===== src/sv/ted_pkg.sv =====
package ted_pkg;

    // Display command codes
    localparam logic [4:0] CMD_PRINT       = 5'd0;
    localparam logic [4:0] CMD_BS          = 5'd1;
    localparam logic [4:0] CMD_TAB         = 5'd2;
    localparam logic [4:0] CMD_LF          = 5'd3;
    localparam logic [4:0] CMD_CR          = 5'd4;
    localparam logic [4:0] CMD_LEFT        = 5'd5;
    localparam logic [4:0] CMD_DOWN        = 5'd6;
    localparam logic [4:0] CMD_RIGHT       = 5'd7;
    localparam logic [4:0] CMD_UP          = 5'd8;
    localparam logic [4:0] CMD_POS         = 5'd9;
    localparam logic [4:0] CMD_ERASE_FWD   = 5'd10;
    localparam logic [4:0] CMD_ERASE_ALL   = 5'd11;
    localparam logic [4:0] CMD_ERASE_LINE  = 5'd12;
    localparam logic [4:0] CMD_SHOW_CUR    = 5'd13;
    localparam logic [4:0] CMD_HIDE_CUR    = 5'd14;
    localparam logic [4:0] CMD_SGR_RESET   = 5'd15;
    localparam logic [4:0] CMD_BOLD        = 5'd16;
    localparam logic [4:0] CMD_ITALIC      = 5'd17;
    localparam logic [4:0] CMD_UNDERLINE   = 5'd18;
    localparam logic [4:0] CMD_BOLD_OFF    = 5'd19;
    localparam logic [4:0] CMD_ITALIC_OFF  = 5'd20;
    localparam logic [4:0] CMD_UNDER_OFF   = 5'd21;
    localparam logic [4:0] CMD_FG_COLOUR   = 5'd22;
    localparam logic [4:0] CMD_FG_DEFAULT  = 5'd23;
    localparam logic [4:0] CMD_BG_COLOUR   = 5'd24;
    localparam logic [4:0] CMD_BG_DEFAULT  = 5'd25;
    localparam logic [4:0] CMD_TITLE_BYTE  = 5'd26;
    localparam logic [4:0] CMD_TITLE_END   = 5'd27;
    localparam logic [4:0] CMD_UNHANDLED   = 5'd28;

    // At most this many results come from one byte
    localparam int MAX_RESULTS = 3;

    localparam logic [7:0] CHAR_SGR = 8'h6D;

    // One queued job: a single ready command, or an SGR list to expand
    typedef struct packed {
        logic        is_sgr;
        logic [4:0]  command;
        logic [15:0] arg_a;
        logic [15:0] arg_b;
        logic [7:0]  text_byte;
    } ted_entry_t;

endpackage


===== src/sv/ted_front.sv =====
module ted_front #(
    parameter int MAX_PARAMS  = 3,
    parameter int PARAM_WIDTH = 16
) (
    input  logic                              clk,
    input  logic                              rst_n,
    input  logic                              accept,
    input  logic [7:0]                        byte_in,
    output logic                              push,
    output ted_pkg::ted_entry_t               push_entry,
    output logic [MAX_PARAMS*PARAM_WIDTH-1:0] push_params,
    output logic [MAX_PARAMS-1:0]             push_present
);
    import ted_pkg::*;

    localparam int IDX_W   = (MAX_PARAMS > 1) ? $clog2(MAX_PARAMS) : 1;
    localparam int COL_IDX = (MAX_PARAMS > 1) ? 1 : 0;
    localparam int EXT_W   = PARAM_WIDTH + 16;

    // Parser states
    localparam logic [2:0] M_GROUND    = 3'd0;
    localparam logic [2:0] M_ESC       = 3'd1;
    localparam logic [2:0] M_CSI_START = 3'd2;
    localparam logic [2:0] M_CSI_BODY  = 3'd3;
    localparam logic [2:0] M_OSC_START = 3'd4;
    localparam logic [2:0] M_OSC_NUM   = 3'd5;
    localparam logic [2:0] M_OSC_TEXT  = 3'd6;

    localparam logic [7:0] CH_BS   = 8'h08;
    localparam logic [7:0] CH_TAB  = 8'h09;
    localparam logic [7:0] CH_LF   = 8'h0A;
    localparam logic [7:0] CH_FF   = 8'h0C;
    localparam logic [7:0] CH_CR   = 8'h0D;
    localparam logic [7:0] CH_ESC  = 8'h1B;
    localparam logic [7:0] CH_BEL  = 8'h07;
    localparam logic [7:0] CH_SP   = 8'h20;
    localparam logic [7:0] CH_DEL  = 8'h7F;
    localparam logic [7:0] CH_LBR  = 8'h5B;
    localparam logic [7:0] CH_RBR  = 8'h5D;
    localparam logic [7:0] CH_QM   = 8'h3F;
    localparam logic [7:0] CH_SEMI = 8'h3B;
    localparam logic [7:0] CH_0    = 8'h30;
    localparam logic [7:0] CH_9    = 8'h39;
    localparam logic [7:0] CH_A    = 8'h41;
    localparam logic [7:0] CH_B    = 8'h42;
    localparam logic [7:0] CH_C    = 8'h43;
    localparam logic [7:0] CH_D    = 8'h44;
    localparam logic [7:0] CH_H    = 8'h48;
    localparam logic [7:0] CH_J    = 8'h4A;
    localparam logic [7:0] CH_K    = 8'h4B;
    localparam logic [7:0] CH_LH   = 8'h68;
    localparam logic [7:0] CH_LL   = 8'h6C;

    logic [2:0]             mode_reg, mode_next;
    logic                   priv_reg, priv_next;
    logic [PARAM_WIDTH-1:0] param_reg  [MAX_PARAMS];
    logic [PARAM_WIDTH-1:0] param_next [MAX_PARAMS];
    logic [MAX_PARAMS-1:0]  present_reg, present_next;
    logic [IDX_W-1:0]       slot_reg, slot_next;
    logic [15:0]            osc_num_reg, osc_num_next;
    logic [1:0]             osc_tgt_reg, osc_tgt_next;

    logic                   is_digit;
    logic [3:0]             digit;
    logic [PARAM_WIDTH+3:0] par_mul;
    logic [PARAM_WIDTH-1:0] par_sat;
    logic [19:0]            osc_mul;
    logic [15:0]            osc_sat;
    logic [PARAM_WIDTH-1:0] p0;
    logic [PARAM_WIDTH-1:0] p_col;
    logic [EXT_W-1:0]       p0_ext;
    logic [EXT_W-1:0]       col_ext;
    logic                   slot_room;
    ted_entry_t             ent;
    logic                   emit;

    assign is_digit = (byte_in >= CH_0) && (byte_in <= CH_9);
    assign digit    = byte_in[3:0];

    // Decimal accumulate with saturation, parameter of the current slot
    assign par_mul = ({4'b0, param_reg[slot_reg]} << 3)
                   + ({4'b0, param_reg[slot_reg]} << 1)
                   + {{PARAM_WIDTH{1'b0}}, digit};
    assign par_sat = (par_mul[PARAM_WIDTH+3:PARAM_WIDTH] != 4'b0)
                   ? {PARAM_WIDTH{1'b1}} : par_mul[PARAM_WIDTH-1:0];

    assign osc_mul = ({4'b0, osc_num_reg} << 3) + ({4'b0, osc_num_reg} << 1)
                   + {16'b0, digit};
    assign osc_sat = (osc_mul[19:16] != 4'b0) ? 16'hFFFF : osc_mul[15:0];

    assign p0      = param_reg[0];
    assign p_col   = (MAX_PARAMS > 1) ? param_reg[COL_IDX] : '0;
    assign p0_ext  = {16'b0, p0};
    assign col_ext = {16'b0, p_col};

    assign slot_room = ({1'b0, slot_reg} + 1'b1) < (IDX_W+1)'(MAX_PARAMS);

    // Next state and the job for this byte
    always_comb
    begin
        mode_next    = mode_reg;
        priv_next    = priv_reg;
        param_next   = param_reg;
        present_next = present_reg;
        slot_next    = slot_reg;
        osc_num_next = osc_num_reg;
        osc_tgt_next = osc_tgt_reg;
        emit         = 1'b0;
        ent          = '0;

        case (mode_reg)
            M_ESC:
            begin
                if (byte_in == CH_LBR)
                begin
                    mode_next    = M_CSI_START;
                    priv_next    = 1'b0;
                    for (int i = 0; i < MAX_PARAMS; i++)
                    begin
                        param_next[i] = '0;
                    end
                    present_next = '0;
                    slot_next    = '0;
                end
                else if (byte_in == CH_RBR)
                begin
                    mode_next    = M_OSC_START;
                    osc_num_next = '0;
                    osc_tgt_next = '0;
                end
                else
                begin
                    mode_next     = M_GROUND;
                    emit          = 1'b1;
                    ent.command   = CMD_UNHANDLED;
                    ent.text_byte = byte_in;
                end
            end
            M_CSI_START, M_CSI_BODY:
            begin
                if (mode_reg == M_CSI_START && byte_in == CH_QM)
                begin
                    priv_next = 1'b1;
                    mode_next = M_CSI_BODY;
                end
                else if (is_digit)
                begin
                    param_next[slot_reg]   = par_sat;
                    present_next[slot_reg] = 1'b1;
                    mode_next              = M_CSI_BODY;
                end
                else if (byte_in == CH_SEMI)
                begin
                    if (slot_room)
                    begin
                        slot_next = slot_reg + 1'b1;
                        mode_next = M_CSI_BODY;
                    end
                    else
                    begin
                        mode_next     = M_GROUND;
                        emit          = 1'b1;
                        ent.command   = CMD_UNHANDLED;
                        ent.text_byte = byte_in;
                    end
                end
                else
                begin
                    // Final byte
                    mode_next     = M_GROUND;
                    emit          = 1'b1;
                    ent.command   = CMD_UNHANDLED;
                    ent.text_byte = byte_in;
                    case (byte_in)
                        CH_D:
                        begin
                            ent = '0;
                            ent.command = CMD_LEFT;
                        end
                        CH_B:
                        begin
                            ent = '0;
                            ent.command = CMD_DOWN;
                        end
                        CH_C:
                        begin
                            ent = '0;
                            ent.command = CMD_RIGHT;
                        end
                        CH_A:
                        begin
                            ent = '0;
                            ent.command = CMD_UP;
                        end
                        CH_H:
                        begin
                            ent = '0;
                            ent.command = CMD_POS;
                            ent.arg_a   = p0_ext[15:0];
                            ent.arg_b   = col_ext[15:0];
                        end
                        CH_J:
                        begin
                            if (p0_ext == '0)
                            begin
                                ent = '0;
                                ent.command = CMD_ERASE_FWD;
                            end
                            else if (p0_ext == EXT_W'(2))
                            begin
                                ent = '0;
                                ent.command = CMD_ERASE_ALL;
                            end
                        end
                        CH_K:
                        begin
                            if (p0_ext == '0)
                            begin
                                ent = '0;
                                ent.command = CMD_ERASE_LINE;
                            end
                        end
                        CH_LH:
                        begin
                            if (priv_reg && present_reg[0] && p0_ext == EXT_W'(25))
                            begin
                                ent = '0;
                                ent.command = CMD_SHOW_CUR;
                            end
                        end
                        CH_LL:
                        begin
                            if (priv_reg && present_reg[0] && p0_ext == EXT_W'(25))
                            begin
                                ent = '0;
                                ent.command = CMD_HIDE_CUR;
                            end
                        end
                        CHAR_SGR:
                        begin
                            ent = '0;
                            ent.is_sgr = 1'b1;
                        end
                        default:
                        begin
                            ent.command = CMD_UNHANDLED;
                        end
                    endcase
                end
            end
            M_OSC_START, M_OSC_NUM:
            begin
                if (is_digit)
                begin
                    osc_num_next = osc_sat;
                    mode_next    = M_OSC_NUM;
                end
                else if (mode_reg == M_OSC_NUM && byte_in == CH_SEMI
                         && osc_num_reg <= 16'd2)
                begin
                    osc_tgt_next = (osc_num_reg == 16'd0) ? 2'd3 : osc_num_reg[1:0];
                    mode_next    = M_OSC_TEXT;
                end
                else
                begin
                    mode_next     = M_GROUND;
                    emit          = 1'b1;
                    ent.command   = CMD_UNHANDLED;
                    ent.text_byte = byte_in;
                end
            end
            M_OSC_TEXT:
            begin
                emit      = 1'b1;
                ent.arg_a = {14'b0, osc_tgt_reg};
                if (byte_in == CH_BEL)
                begin
                    mode_next   = M_GROUND;
                    ent.command = CMD_TITLE_END;
                end
                else
                begin
                    ent.command   = CMD_TITLE_BYTE;
                    ent.text_byte = byte_in;
                end
            end
            default:
            begin
                mode_next = M_GROUND;
                emit      = 1'b1;
                if (byte_in == CH_BS)
                begin
                    ent.command = CMD_BS;
                end
                else if (byte_in == CH_TAB)
                begin
                    ent.command = CMD_TAB;
                end
                else if (byte_in >= CH_LF && byte_in <= CH_FF)
                begin
                    ent.command = CMD_LF;
                end
                else if (byte_in == CH_CR)
                begin
                    ent.command = CMD_CR;
                end
                else if (byte_in == CH_ESC)
                begin
                    emit      = 1'b0;
                    mode_next = M_ESC;
                end
                else if (byte_in < CH_SP || byte_in == CH_DEL)
                begin
                    emit = 1'b0;
                end
                else
                begin
                    ent.command   = CMD_PRINT;
                    ent.text_byte = byte_in;
                end
            end
        endcase
    end

    assign push       = accept && emit;
    assign push_entry = ent;

    // SGR jobs carry the parameter set as it stands at the final byte
    always_comb
    begin
        for (int i = 0; i < MAX_PARAMS; i++)
        begin
            push_params[i*PARAM_WIDTH +: PARAM_WIDTH] = param_reg[i];
        end
    end
    assign push_present = present_reg;

    // Parser state
    always_ff @(posedge clk or negedge rst_n)
    begin
        if (!rst_n)
        begin
            mode_reg    <= M_GROUND;
            priv_reg    <= 1'b0;
            present_reg <= '0;
            slot_reg    <= '0;
            osc_num_reg <= '0;
            osc_tgt_reg <= '0;
            for (int i = 0; i < MAX_PARAMS; i++)
            begin
                param_reg[i] <= '0;
            end
        end
        else if (accept)
        begin
            mode_reg    <= mode_next;
            priv_reg    <= priv_next;
            present_reg <= present_next;
            slot_reg    <= slot_next;
            osc_num_reg <= osc_num_next;
            osc_tgt_reg <= osc_tgt_next;
            param_reg   <= param_next;
        end
    end

endmodule


===== src/sv/ted_queue.sv =====
module ted_queue #(
    parameter int WIDTH = 8,
    parameter int DEPTH = 4
) (
    input  logic             clk,
    input  logic             rst_n,
    input  logic             push,
    input  logic [WIDTH-1:0] push_data,
    output logic             full,
    input  logic             pop,
    output logic [WIDTH-1:0] pop_data,
    output logic             empty
);
    localparam int PTR_W = (DEPTH > 1) ? $clog2(DEPTH) : 1;
    localparam int CNT_W = $clog2(DEPTH + 1);

    logic [WIDTH-1:0] store_reg [DEPTH];
    logic [PTR_W-1:0] wr_ptr_reg, wr_ptr_next;
    logic [PTR_W-1:0] rd_ptr_reg, rd_ptr_next;
    logic [CNT_W-1:0] count_reg, count_next;
    logic             do_push;
    logic             do_pop;

    assign full     = (count_reg == CNT_W'(DEPTH));
    assign empty    = (count_reg == '0);
    assign do_push  = push && !full;
    assign do_pop   = pop && !empty;
    assign pop_data = store_reg[rd_ptr_reg];

    // Pointer wrap and occupancy
    always_comb
    begin
        wr_ptr_next = wr_ptr_reg;
        rd_ptr_next = rd_ptr_reg;
        count_next  = count_reg;
        if (do_push)
        begin
            wr_ptr_next = (wr_ptr_reg == PTR_W'(DEPTH - 1)) ? '0 : wr_ptr_reg + 1'b1;
        end
        if (do_pop)
        begin
            rd_ptr_next = (rd_ptr_reg == PTR_W'(DEPTH - 1)) ? '0 : rd_ptr_reg + 1'b1;
        end
        if (do_push && !do_pop)
        begin
            count_next = count_reg + 1'b1;
        end
        else if (do_pop && !do_push)
        begin
            count_next = count_reg - 1'b1;
        end
    end

    always_ff @(posedge clk or negedge rst_n)
    begin
        if (!rst_n)
        begin
            wr_ptr_reg <= '0;
            rd_ptr_reg <= '0;
            count_reg  <= '0;
        end
        else
        begin
            wr_ptr_reg <= wr_ptr_next;
            rd_ptr_reg <= rd_ptr_next;
            count_reg  <= count_next;
        end
    end

    // Item storage
    always_ff @(posedge clk)
    begin
        if (do_push)
        begin
            store_reg[wr_ptr_reg] <= push_data;
        end
    end

endmodule


===== src/sv/ted_back.sv =====
module ted_back #(
    parameter int MAX_PARAMS  = 3,
    parameter int PARAM_WIDTH = 16
) (
    input  logic                              clk,
    input  logic                              rst_n,
    input  logic                              head_valid,
    input  ted_pkg::ted_entry_t               head_entry,
    input  logic [MAX_PARAMS*PARAM_WIDTH-1:0] head_params,
    input  logic [MAX_PARAMS-1:0]             head_present,
    output logic                              pop,
    output logic                              out_valid,
    input  logic                              out_ready,
    output logic [4:0]                        command,
    output logic [15:0]                       arg_a,
    output logic [15:0]                       arg_b,
    output logic [7:0]                        text_byte,
    output logic                              last
);
    import ted_pkg::*;

    localparam int IDX_W = (MAX_PARAMS > 1) ? $clog2(MAX_PARAMS) : 1;
    localparam int EXT_W = PARAM_WIDTH + 16;

    logic                   walk_reg, walk_next;
    logic [IDX_W-1:0]       idx_reg, idx_next;
    logic [MAX_PARAMS-1:0]  rem_reg, rem_next;
    logic [1:0]             cnt_reg, cnt_next;

    logic [IDX_W-1:0]       cur_idx;
    logic [MAX_PARAMS-1:0]  cur_rem;
    logic [1:0]             cur_cnt;
    logic [IDX_W-1:0]       low_idx;
    logic [PARAM_WIDTH-1:0] cur_val;
    logic [EXT_W-1:0]       v_ext;
    logic [EXT_W-1:0]       v_sub;
    logic                   sgr_last;
    logic [4:0]             sgr_cmd;
    logic [15:0]            sgr_arg;
    logic                   fire;

    // SGR walk: slot 0 always, then each present slot, at most three results
    assign cur_idx  = walk_reg ? idx_reg : '0;
    assign cur_rem  = walk_reg ? rem_reg : (head_present & ~MAX_PARAMS'(1));
    assign cur_cnt  = walk_reg ? cnt_reg : 2'd0;
    assign sgr_last = (cur_rem == '0) || (cur_cnt == 2'(MAX_RESULTS - 1));

    always_comb
    begin
        low_idx = '0;
        for (int i = MAX_PARAMS - 1; i >= 0; i--)
        begin
            if (cur_rem[i])
            begin
                low_idx = IDX_W'(i);
            end
        end
    end

    assign cur_val = head_params[cur_idx*PARAM_WIDTH +: PARAM_WIDTH];
    assign v_ext   = {16'b0, cur_val};

    // Decode one SGR value
    always_comb
    begin
        sgr_arg = '0;
        if (v_ext >= EXT_W'(40))
        begin
            v_sub = v_ext - EXT_W'(40);
        end
        else
        begin
            v_sub = v_ext - EXT_W'(30);
        end
        if (v_ext == EXT_W'(0))
        begin
            sgr_cmd = CMD_SGR_RESET;
        end
        else if (v_ext == EXT_W'(1))
        begin
            sgr_cmd = CMD_BOLD;
        end
        else if (v_ext == EXT_W'(3))
        begin
            sgr_cmd = CMD_ITALIC;
        end
        else if (v_ext == EXT_W'(4))
        begin
            sgr_cmd = CMD_UNDERLINE;
        end
        else if (v_ext == EXT_W'(22))
        begin
            sgr_cmd = CMD_BOLD_OFF;
        end
        else if (v_ext == EXT_W'(23))
        begin
            sgr_cmd = CMD_ITALIC_OFF;
        end
        else if (v_ext == EXT_W'(24))
        begin
            sgr_cmd = CMD_UNDER_OFF;
        end
        else if (v_ext >= EXT_W'(30) && v_ext <= EXT_W'(37))
        begin
            sgr_cmd = CMD_FG_COLOUR;
            sgr_arg = {13'b0, v_sub[2:0]};
        end
        else if (v_ext == EXT_W'(39))
        begin
            sgr_cmd = CMD_FG_DEFAULT;
        end
        else if (v_ext >= EXT_W'(40) && v_ext <= EXT_W'(47))
        begin
            sgr_cmd = CMD_BG_COLOUR;
            sgr_arg = {13'b0, v_sub[2:0]};
        end
        else if (v_ext == EXT_W'(49))
        begin
            sgr_cmd = CMD_BG_DEFAULT;
        end
        else
        begin
            sgr_cmd = CMD_UNHANDLED;
        end
    end

    // Result fields
    always_comb
    begin
        if (head_entry.is_sgr)
        begin
            command   = sgr_cmd;
            arg_a     = sgr_arg;
            arg_b     = '0;
            text_byte = (sgr_cmd == CMD_UNHANDLED) ? CHAR_SGR : 8'h00;
            last      = sgr_last;
        end
        else
        begin
            command   = head_entry.command;
            arg_a     = head_entry.arg_a;
            arg_b     = head_entry.arg_b;
            text_byte = head_entry.text_byte;
            last      = 1'b1;
        end
    end

    assign out_valid = head_valid;
    assign fire      = head_valid && out_ready;
    assign pop       = fire && last;

    // Walk state update
    always_comb
    begin
        walk_next = walk_reg;
        idx_next  = idx_reg;
        rem_next  = rem_reg;
        cnt_next  = cnt_reg;
        if (pop)
        begin
            walk_next = 1'b0;
        end
        else if (fire)
        begin
            walk_next = 1'b1;
            idx_next  = low_idx;
            rem_next  = cur_rem & (cur_rem - 1'b1);
            cnt_next  = cur_cnt + 1'b1;
        end
    end

    always_ff @(posedge clk or negedge rst_n)
    begin
        if (!rst_n)
        begin
            walk_reg <= 1'b0;
            idx_reg  <= '0;
            rem_reg  <= '0;
            cnt_reg  <= '0;
        end
        else
        begin
            walk_reg <= walk_next;
            idx_reg  <= idx_next;
            rem_reg  <= rem_next;
            cnt_reg  <= cnt_next;
        end
    end

endmodule


===== src/sv/terminal_escape_decoder_unit.sv =====
// Channel | Signals                          | Item
// s       | s_tvalid s_tready s_tdata        | one terminal byte
// m       | m_tvalid m_tready m_tdata m_tlast| one display command
//
// One byte is taken per cycle; the parser updates its state as it takes it.
// Each byte makes at most one queued job, and the emitter puts out one result
// per cycle from the head job; an SGR job with k results stays until the last.
// s_tready drops only while the job queue (QUEUE_DEPTH entries) is full.
// m_tready low holds the current result; reset returns the parser to ground
// and empties the queue, with no clearing pass.
module terminal_escape_decoder_unit #(
    parameter int MAX_PARAMS  = 3,
    parameter int PARAM_WIDTH = 16,
    parameter int QUEUE_DEPTH = 4
) (
    input  logic        clk,
    input  logic        rst_n,
    input  logic        s_tvalid,
    output logic        s_tready,
    input  logic [7:0]  s_tdata,   // [7:0] byte_in
    output logic        m_tvalid,
    input  logic        m_tready,
    output logic [47:0] m_tdata,   // [4:0] command, [20:5] arg_a, [36:21] arg_b,
                                   // [44:37] text_byte, [47:45] zero
    output logic        m_tlast
);
    import ted_pkg::*;

    localparam int PV_W = MAX_PARAMS * PARAM_WIDTH;
    localparam int EN_W = $bits(ted_entry_t);
    localparam int Q_W  = EN_W + PV_W + MAX_PARAMS;

    logic                  accept;
    logic                  push;
    ted_entry_t            push_entry;
    logic [PV_W-1:0]       push_params;
    logic [MAX_PARAMS-1:0] push_present;
    logic                  q_full;
    logic                  q_empty;
    logic                  pop;
    logic [Q_W-1:0]        q_head;
    ted_entry_t            head_entry;
    logic [PV_W-1:0]       head_params;
    logic [MAX_PARAMS-1:0] head_present;
    logic [4:0]            command;
    logic [15:0]           arg_a;
    logic [15:0]           arg_b;
    logic [7:0]            text_byte;

    assign s_tready = !q_full;
    assign accept   = s_tvalid && !q_full;

    // Front: parse and classify
    ted_front #(
        .MAX_PARAMS  (MAX_PARAMS),
        .PARAM_WIDTH (PARAM_WIDTH)
    ) u_front (
        .clk          (clk),
        .rst_n        (rst_n),
        .accept       (accept),
        .byte_in      (s_tdata),
        .push         (push),
        .push_entry   (push_entry),
        .push_params  (push_params),
        .push_present (push_present)
    );

    // Job queue between the two sides
    ted_queue #(
        .WIDTH (Q_W),
        .DEPTH (QUEUE_DEPTH)
    ) u_queue (
        .clk       (clk),
        .rst_n     (rst_n),
        .push      (push),
        .push_data ({push_present, push_params, push_entry}),
        .full      (q_full),
        .pop       (pop),
        .pop_data  (q_head),
        .empty     (q_empty)
    );

    assign head_entry   = q_head[EN_W-1:0];
    assign head_params  = q_head[EN_W+PV_W-1:EN_W];
    assign head_present = q_head[Q_W-1:EN_W+PV_W];

    // Back: expand jobs into results
    ted_back #(
        .MAX_PARAMS  (MAX_PARAMS),
        .PARAM_WIDTH (PARAM_WIDTH)
    ) u_back (
        .clk          (clk),
        .rst_n        (rst_n),
        .head_valid   (!q_empty),
        .head_entry   (head_entry),
        .head_params  (head_params),
        .head_present (head_present),
        .pop          (pop),
        .out_valid    (m_tvalid),
        .out_ready    (m_tready),
        .command      (command),
        .arg_a        (arg_a),
        .arg_b        (arg_b),
        .text_byte    (text_byte),
        .last         (m_tlast)
    );

    assign m_tdata = {3'b000, text_byte, arg_b, arg_a, command};

endmodule


===== config.mk =====
export PLATFORM = sky130hd
export DESIGN_NAME = terminal_escape_decoder_unit
export DESIGN_NICKNAME = d
export VERILOG_FILES = /design/src/sv/ted_pkg.sv /design/src/sv/ted_front.sv /design/src/sv/ted_queue.sv /design/src/sv/ted_back.sv /design/src/sv/terminal_escape_decoder_unit.sv
export SDC_FILE = /design/constraint.sdc
export NUM_CORES = 1
export LEC_CHECK = 0
export ABC_AREA = 0
export BUFFER_PORTS_ARGS = -buffer_cell sky130_fd_sc_hd__buf_2
export CAP_MARGIN = 15
export CORE_MARGIN = 1.5
export CORE_UTILIZATION = 40
export CTS_CLUSTER_DIAMETER = 200
export DETAILED_ROUTE_END_ITERATION = 16
export PLACE_DENSITY = 0.63
export SETUP_SLACK_MARGIN = 0.05
export SLEW_MARGIN = 40
export SYNTH_ARGS = -nofsm -noshare
export SYNTH_HDL_FRONTEND = slang
export SYNTH_SLANG_ARGS = --single-unit
export TNS_END_PERCENT = 1

===== constraint.sdc =====
create_clock -name clk -period 5.15 [get_ports clk]
set_input_delay 0.515 -clock clk [delete_from_list [all_inputs] [get_ports clk]]
set_output_delay 0.515 -clock clk [all_outputs]
set_load 0.02 [all_outputs]

* Yosys cells after proc, flatten, opt, wreduce, memory -nomap -nowiden
Memory sizes are Yosys's and may differ from the RTL's.
Cells that the tools add are included.
** Storage, ports and cells
- Register bits after elaboration :: 90
- RAM bits :: 388
- Bits of input ports :: 12
- Output and inout port bits :: 51
- Logic and storage cells :: 301
- Memories kept :: 1
** Memory list
- u_queue.store_reg :: words 4, width 97, read ports 1, clocked after memory_dff 0, write ports 1, RTL line ted_queue.sv:17 : logic [WIDTH-1:0] store_reg [DEPTH];
** Cells by class
- Add/subtract/negate cells :: 14
- Magnitude comparators :: 15
- Equality and inequality tests :: 54
- Shifts and indexed selects :: 1
- Mux-type cells :: 150
- Bitwise gates (word level) :: 4
- Reduce and logical (&&, ||, !) cells :: 46
** Operator list (count)
- 16-bit two-way mux :: 20
- 40-bit one-hot mux with 6 select lines :: 1
- 45-bit two-way mux :: 5
- 48-bit two-way mux :: 3
- 8-bit two-way mux :: 14
- 8-bit by 7-bit equality test with 1-bit output, second input constant :: 13
- 5-bit two-way mux :: 20
- 48-bit one-hot mux with 2 select lines :: 1
- 46-bit two-way mux :: 2
- 16-bit by 5-bit equality test with 1-bit output, second input constant :: 4
- 32-bit zero test :: 2
- 16-bit one-hot mux with 2 select lines :: 2
- 3-bit two-way mux :: 21
- 5-bit one-hot mux with 10 select lines :: 1
- 48-bit bitwise mux :: 1
- 48-bit by 7-bit variable part select with 16-bit output :: 1
- 19-bit by 17-bit adder with 20-bit output :: 2
- 20-bit by 4-bit adder with 20-bit output :: 2
- 2-bit two-way mux :: 19
- 16-bit binary-select mux with 2-bit select :: 1
- 16-bit demux with 2-bit select :: 1
- 16-bit by 2-bit equality test with 1-bit output, second input constant :: 2
- 16-bit by 6-bit equality test with 1-bit output, second input constant :: 2
- 16-bit by 6-bit <= comparator with 1-bit output, second input constant :: 2
- 61 further kinds :: 142

* Logic depth before layout (Yosys ltp)
- Depth in word-level cells :: 17
- Gate-level depth with buffers :: 17
- Gate-level depth less buffers :: 15

* By module
A second synthesis with hierarchy kept.
** Second synthesis, totals
- Cell total of the unflattened synthesis :: 1538
- Area total of the unflattened synthesis :: 22430.3 µm²
** By module, submodules not included
- ted_queue :: times used 1, cells each 544, area each 14425.1 µm², seq. area each 11826.3 µm²
- ted_front :: times used 1, cells each 797, area each 6642.6 µm², seq. area each 1876.8 µm²
- ted_back :: times used 1, cells each 190, area each 1322.5 µm², seq. area each 150.1 µm²
- terminal_escape_decoder_unit :: times used 1, cells each 7, area each 40.0 µm², seq. area each 0.0 µm²

* Worst setup path before layout
Ideal clock, no wire load.
- Kind :: in2reg
- Start point :: input port s_tdata[5]
- End point :: memory u_queue.store_reg[1][0] (netlist name), enable pin
- Library setup time :: 0.466 ns
- Data arrival time :: 4.530 ns
- Required time :: 4.684 ns
- Setup slack :: 0.155 ns
- Stages :: 9
- Path buffers :: 1
- Cell sequence :: clkbuf_1 nand4bb_1 or2_1 nor4_2 or3_1 and2_1 and3_1 a221oi_2 and2_1
** On the way
- Cells in the longest elaborated chain, start to end :: 13
- Elaborated cells on any way between the ends :: 38
- Those cells by class :: order compare: 5; eq/ne: 9; mux: 16; reduce/logical: 8
** RTL lines
- from (decl) :: RTL line terminal_escape_decoder_unit.sv:20 : input logic [7:0] s_tdata,
- 8-bit by 6-bit less-than comparator with 1-bit output or 8-bit by 7-bit equality test with 1-bit output (tied branches) :: RTL line ted_front.sv:312 : else if (byte_in < CH_SP || byte_in == CH_DEL)
- 1-bit logical OR :: RTL line ted_front.sv:312
- 1-bit two-way mux :: RTL line ted_front.sv:312
- 1-bit two-way mux :: RTL line ted_front.sv:307 : else if (byte_in == CH_ESC)
- 1-bit two-way mux :: RTL line ted_front.sv:303 : else if (byte_in == CH_CR)
- 1-bit two-way mux :: RTL line ted_front.sv:299 : else if (byte_in >= CH_LF && byte_in <= CH_FF)
- 1-bit two-way mux :: RTL line ted_front.sv:295 : else if (byte_in == CH_TAB)
- 1-bit two-way mux :: RTL line ted_front.sv:291 : if (byte_in == CH_BS)
- 1-bit one-hot mux with 4 select lines (*) :: RTL line ted_front.sv:111 : case (mode_reg)
- 1-bit logical AND (*) :: RTL line ted_front.sv:325 : assign push = accept && emit;
- 1-bit logical AND (*) :: RTL line ted_queue.sv:26 : assign do_push = push && !full;
- via u_queue.do_push :: RTL line ted_queue.sv:21 : logic do_push;
- 1-bit two-way mux (*) :: RTL line ted_queue.sv:73 : if (do_push)
- 1-bit two-way mux (not written as such) (*) :: RTL line ted_queue.sv:75 : store_reg[wr_ptr_reg] <= push_data;
- to (decl) :: RTL line ted_queue.sv:17
Mark *: on every way through the listed nets, which the timed path passes. The rest lies on a longest branch.

* Worst setup path in the final report
- Start point :: register u_queue.rd_ptr_reg[1]
- End point :: output port m_tdata[40]
** On the way
- Cells in the longest elaborated chain, start to end :: 17
- Elaborated cells on any way between the ends :: 31
- Those cells by class :: order compare: 4; eq/ne: 9; shift: 1; mux: 13; reduce/logical: 3; memory: 1
** RTL lines
- from (decl) :: RTL line ted_queue.sv:19 : logic [PTR_W-1:0] rd_ptr_reg, rd_ptr_next;
- from (signal assigned) :: RTL line ted_queue.sv:65 : rd_ptr_reg <= rd_ptr_next;
- memory read 4 x 97 bit (*)
- 48-bit by 7-bit variable part select with 16-bit output :: RTL line ted_back.sv:60 : assign cur_val = head_params[cur_idx*PARAM_WIDTH +: PARAM_WIDTH];
- 16-bit by 6-bit greater-or-equal comparator with 1-bit output, or another cell as far along :: RTL line ted_back.sv:112 : else if (v_ext >= EXT_W'(40) && v_ext <= EXT_W'(47))
- 1-bit logical AND or 3-bit two-way mux (tied branches) :: RTL line ted_back.sv:112, ted_back.sv:117
- 5-bit two-way mux :: RTL line ted_back.sv:112
- 5-bit two-way mux :: RTL line ted_back.sv:108 : else if (v_ext == EXT_W'(39))
- 5-bit two-way mux :: RTL line ted_back.sv:103 : else if (v_ext >= EXT_W'(30) && v_ext <= EXT_W'(37))
- 5-bit two-way mux :: RTL line ted_back.sv:99 : else if (v_ext == EXT_W'(24))
- 5-bit two-way mux :: RTL line ted_back.sv:95 : else if (v_ext == EXT_W'(23))
- 5-bit two-way mux :: RTL line ted_back.sv:91 : else if (v_ext == EXT_W'(22))
- 5-bit two-way mux :: RTL line ted_back.sv:87 : else if (v_ext == EXT_W'(4))
- 5-bit two-way mux :: RTL line ted_back.sv:83 : else if (v_ext == EXT_W'(3))
- 5-bit two-way mux :: RTL line ted_back.sv:79 : else if (v_ext == EXT_W'(1))
- 5-bit two-way mux :: RTL line ted_back.sv:75 : if (v_ext == EXT_W'(0))
- 5-bit equality test :: RTL line ted_back.sv:135 : text_byte = (sgr_cmd == CMD_UNHANDLED) ? CHAR_SGR : 8'h00;
- 7-bit two-way mux :: RTL line ted_back.sv:135
- 8-bit two-way mux (*) :: RTL line ted_back.sv:130 : if (head_entry.is_sgr)
- to (decl) :: RTL line terminal_escape_decoder_unit.sv:23 : output logic [47:0] m_tdata,
Mark *: on every way between the ends. The rest lies on a longest branch, timed or not.

==> flow_summary.json <==
{
  "cts_tree": "done",
  "p_leak_nw": 8.80,
  "power.share.clock": 0.269,
  "crit_buf_inv": 3,
  "cts.clk_slew.worst_paths_ns": 0.06,
  "p_sw_mw": 3.71,
  "cp-end-kind": "output port",
  "avgViaCountPerCell": 5.62,
  "antenna_found_initial": 1,
  "clk_latency_ns": 0.59,
  "crit_fanout": 47,
  "pwr-share-comb": 0.294,
  "syn_area_um2": 21300,
  "htreeDepth": 2,
  "die-width_um": 234,
  "numCtsBuffers": 46,
  "relSlewSlack": 0.466,
  "synth_edf_count": 384,
  "async_flop_share": 0.186,
  "die-height_um": 234,
  "setup_viol": 0,
  "rsz0062_at_grt": "false",
  "cp.arrival_ns": 4.27,
  "ir_drop_uv": 246,
  "cp_top_family": "compound AO/OA/AOI/OAI gates",
  "synth_flop_cell": "edfxtp_1",
  "yosys_warnings": 0,
  "power.density_nw_per_um2": 487,
  "critPathKind": "reg2out",
  "start_util": 0.405,
  "fin_setup_tns_ns": 0,
  "cp_slowest_stage_delay_ns": 0.87,
  "dr.pass1.iters": 5,
  "grt_pass1_wl_um": 74100,
  "post_cts_buffers": 0,
  "crit_slowest_cell": "dfrtp_4",
  "fin_nets": 1614,
  "final_layout_size_suffix_gt1_frac": 0.162,
  "tightest_slew_ns": 0.797,
  "place_congestion": 0.835,
  "clock_sinks": 472,
  "netlist_instances": 1447,
  "final_common_cell": "edfxtp_1",
  "stdcell_area_um2": 24000,
  "ys_ff_latch": 472,
  "grt_overflow_total": 0,
  "wirelength_um": 46800,
  "seqPwrFrac": 0.437,
  "status": "complete, no violations",
  "synth_cell_types": 77,
  "finalHoldViolations": 0,
  "grt_pass1_vias": 12900,
  "cts_root_buf": "clkbuf_16",
  "wl_per_cell_um": 20.8,
  "holdWs_ns": 0.305,
  "p_sw_frac": 0.318,
  "ant_nets": 0,
  "io_pins": 63,
  "die_area_um2": 54600,
  "grt_max_degree": 59,
  "avgSynthCellArea_um2": 14.7,
  "place_area_um2": 22600,
  "cp.required_ns": 4.64,
  "internal_power_mw": 7.97,
  "post-dp-hpwl_um": 31500,
  "rows": 84,
  "core_um2": 52600,
  "drc": 0,
  "dr.first_iter.drc_count": 971,
  "min_period_over_period": 0.928,
  "drv_cap": 0,
  "cts_max_path_buffers": 3,
  "largest_reg_flops": 384,
  "layout_common_cells": "edfxtp_1 (384), dfrtp_1 (86), nand2_1 (77), a21oi_1 (76), ha_1 (74)",
  "min_period_ns": 4.78,
  "startpoint_type": "flop",
  "min-delay-path-class": "in2reg",
  "vias": 12600,
  "grt_util_all_layers": 0.176,
  "fin_skew_ns": 0.0317,
  "seq_area_frac_synth": 0.645,
  "max_freq_mhz": 209,
  "syn_to_final_growth_pct": 12.8,
  "crit_chain": "buf_4 > mux4_2 > a222oi_1 > buf_4 > nand2_1 > a2bb2oi_1 > o21ai_0 > nor2_1 > a31oi_1 > nor2_1 > buf_2",
  "drv_slew": 0,
  "io_buffers": 59,
  "final_util": 0.457
}
[cells by family after synthesis]
| kind of cell | count (synthesis) | synth area share |
|---|---|---|
| compound gates | 301 | 0.0973 |
| xor+xnor | 26 | 0.0107 |
| fa+ha+maj | 79 | 0.0482 |
| buf+inv | 106 | 0.0208 |
| flops | 472 | 0.645 |
| mux | 96 | 0.0856 |
| other cells | 1 | 0.000176 |
| simple gates | 366 | 0.0917 |
[per-stage QoR]
| stage | worst slack [ns] | std cells | total power, mW |
|---|---|---|---|
| 2_1_floorplan | 0.155 | 1449 | 7.56 |
| 3_3_place_gp | 0.747 | 2160 | 8.60 |
| 3_5_place_dp | 0.512 | 2161 | 8.68 |
| 4_1_cts | 0.274 | 2245 | 11.8 |
| 5_1_grt | 0.110 | 2246 | 12.3 |
| 6_report | 0.369 | 2247 | 11.7 |
[worst paths after layout]
path / start / endpoint / slack (ns) / cells after the start
max: u_queue.rd_ptr_reg[1] / m_tdata[40] / 0.37 / 11
min: m_tready / u_back.walk_reg / 0.31 / 4
max reg2reg: u_front.slot_reg[1] / u_front.push_params[45] / 0.72 / 15
min reg2reg: u_back.rem_reg[2] / u_back.rem_reg[2] / 0.49 / 2
max in group asynchronous: rst_n / u_front.p0[14] / 3.80 / 4
min in group asynchronous: rst_n / u_back.walk_reg / 0.43 / 2
[per-layer routing]
layer | GRT usage | up-vias | share of wire
li1 | - | 5853 | -
met1 | 0.243 | 6430 | 0.46
met2 | 0.288 | 284 | 0.48
met3 | 0.0269 | 69 | 0.040
met4 | 0.0471 | 0 | 0.021
met5 | 0 | - | 0
[cell usage after synthesis (5+ instances only)]
| master | count | area [µm²] |
|---|---|---|
| a211oi_1 | 5 | 37.5 |
| a21o_1 | 12 | 90.1 |
| a21oi_1 | 76 | 380 |
| a222oi_1 | 6 | 60.1 |
| a31oi_1 | 18 | 113 |
| and2_1 | 50 | 313 |
| and3_1 | 7 | 43.8 |
| buf_1 | 8 | 30.0 |
| buf_2 | 15 | 75.1 |
| buf_4 | 5 | 37.5 |
| clkbuf_1 | 43 | 161 |
| dfrtp_1 | 88 | 2200 |
| edfxtp_1 | 384 | 11500 |
| fa_1 | 5 | 100 |
| ha_1 | 74 | 926 |
| inv_1 | 34 | 128 |
| mux2_2 | 7 | 78.8 |
| mux2i_1 | 21 | 210 |
| mux4_2 | 68 | 1530 |
| nand2_1 | 77 | 289 |
| nand2b_1 | 10 | 62.6 |
| nand3_1 | 19 | 95.1 |
| nand4_1 | 6 | 37.5 |
| nor2_1 | 69 | 259 |
| nor2b_1 | 39 | 244 |
| nor3_1 | 17 | 85.1 |
| nor3b_1 | 6 | 45.0 |
| nor4_1 | 38 | 238 |
| o21a_1 | 9 | 67.6 |
| o21ai_0 | 45 | 225 |
| o21bai_1 | 9 | 67.6 |
| o22ai_1 | 5 | 31.3 |
| o2bb2ai_1 | 52 | 455 |
| o31ai_1 | 11 | 82.6 |
| or3_1 | 6 | 37.5 |
| xnor2_1 | 19 | 166 |
| xor2_1 | 7 | 61.3 |
[power by group through the flow]
stage          combinational [mW]  sequential (mW)  clock [mW]
3_3_place_gp                 3.39             5.21           0
2_1_floorplan                2.52             5.03           0
6_report                     3.44             5.10        3.14
4_1_cts                      3.50             5.11        3.22
5_1_grt                      3.74             5.16        3.36
3_5_place_dp                 3.49             5.19           0
[worst register-to-register path: cells and delay by family, from the launching register on]
| kind | cells | cell delay [ns] |
|---|---|---|
| adder cells (fa/ha/maj) | 2 | 0.79 |
| flip-flops | 1 | 0.49 |
| AND/OR/NAND/NOR | 2 | 0.57 |
| AO/OA/AOI/OAI | 8 | 2.10 |
| buffers and inverters | 3 | 0.32 |
[repair_timing]
| item | CTS | global route |
|---|---|---|
| setup endpoints to repair | 0 | 1 |
| hold buffers | 1 | 0 |
| gates resized for setup | 0 | 1 |
| hold endpoints to repair | 30 | 0 |
[area by class of cell]
| cell class | count | area [µm²] |
|---|---|---|
| flip-flops and latches | 472 | 13700 |
| clock inverters | 19 | 145 |
| repair buffers | 98 | 718 |
| inverters | 34 | 128 |
| diodes | 1 | 2.50 |
| well taps | 688 | 861 |
| clock buffers | 64 | 1250 |
| fillers | 4570 | 28600 |
| multi-input cells | 871 | 7150 |
Power figures use the tool's default switching activity.
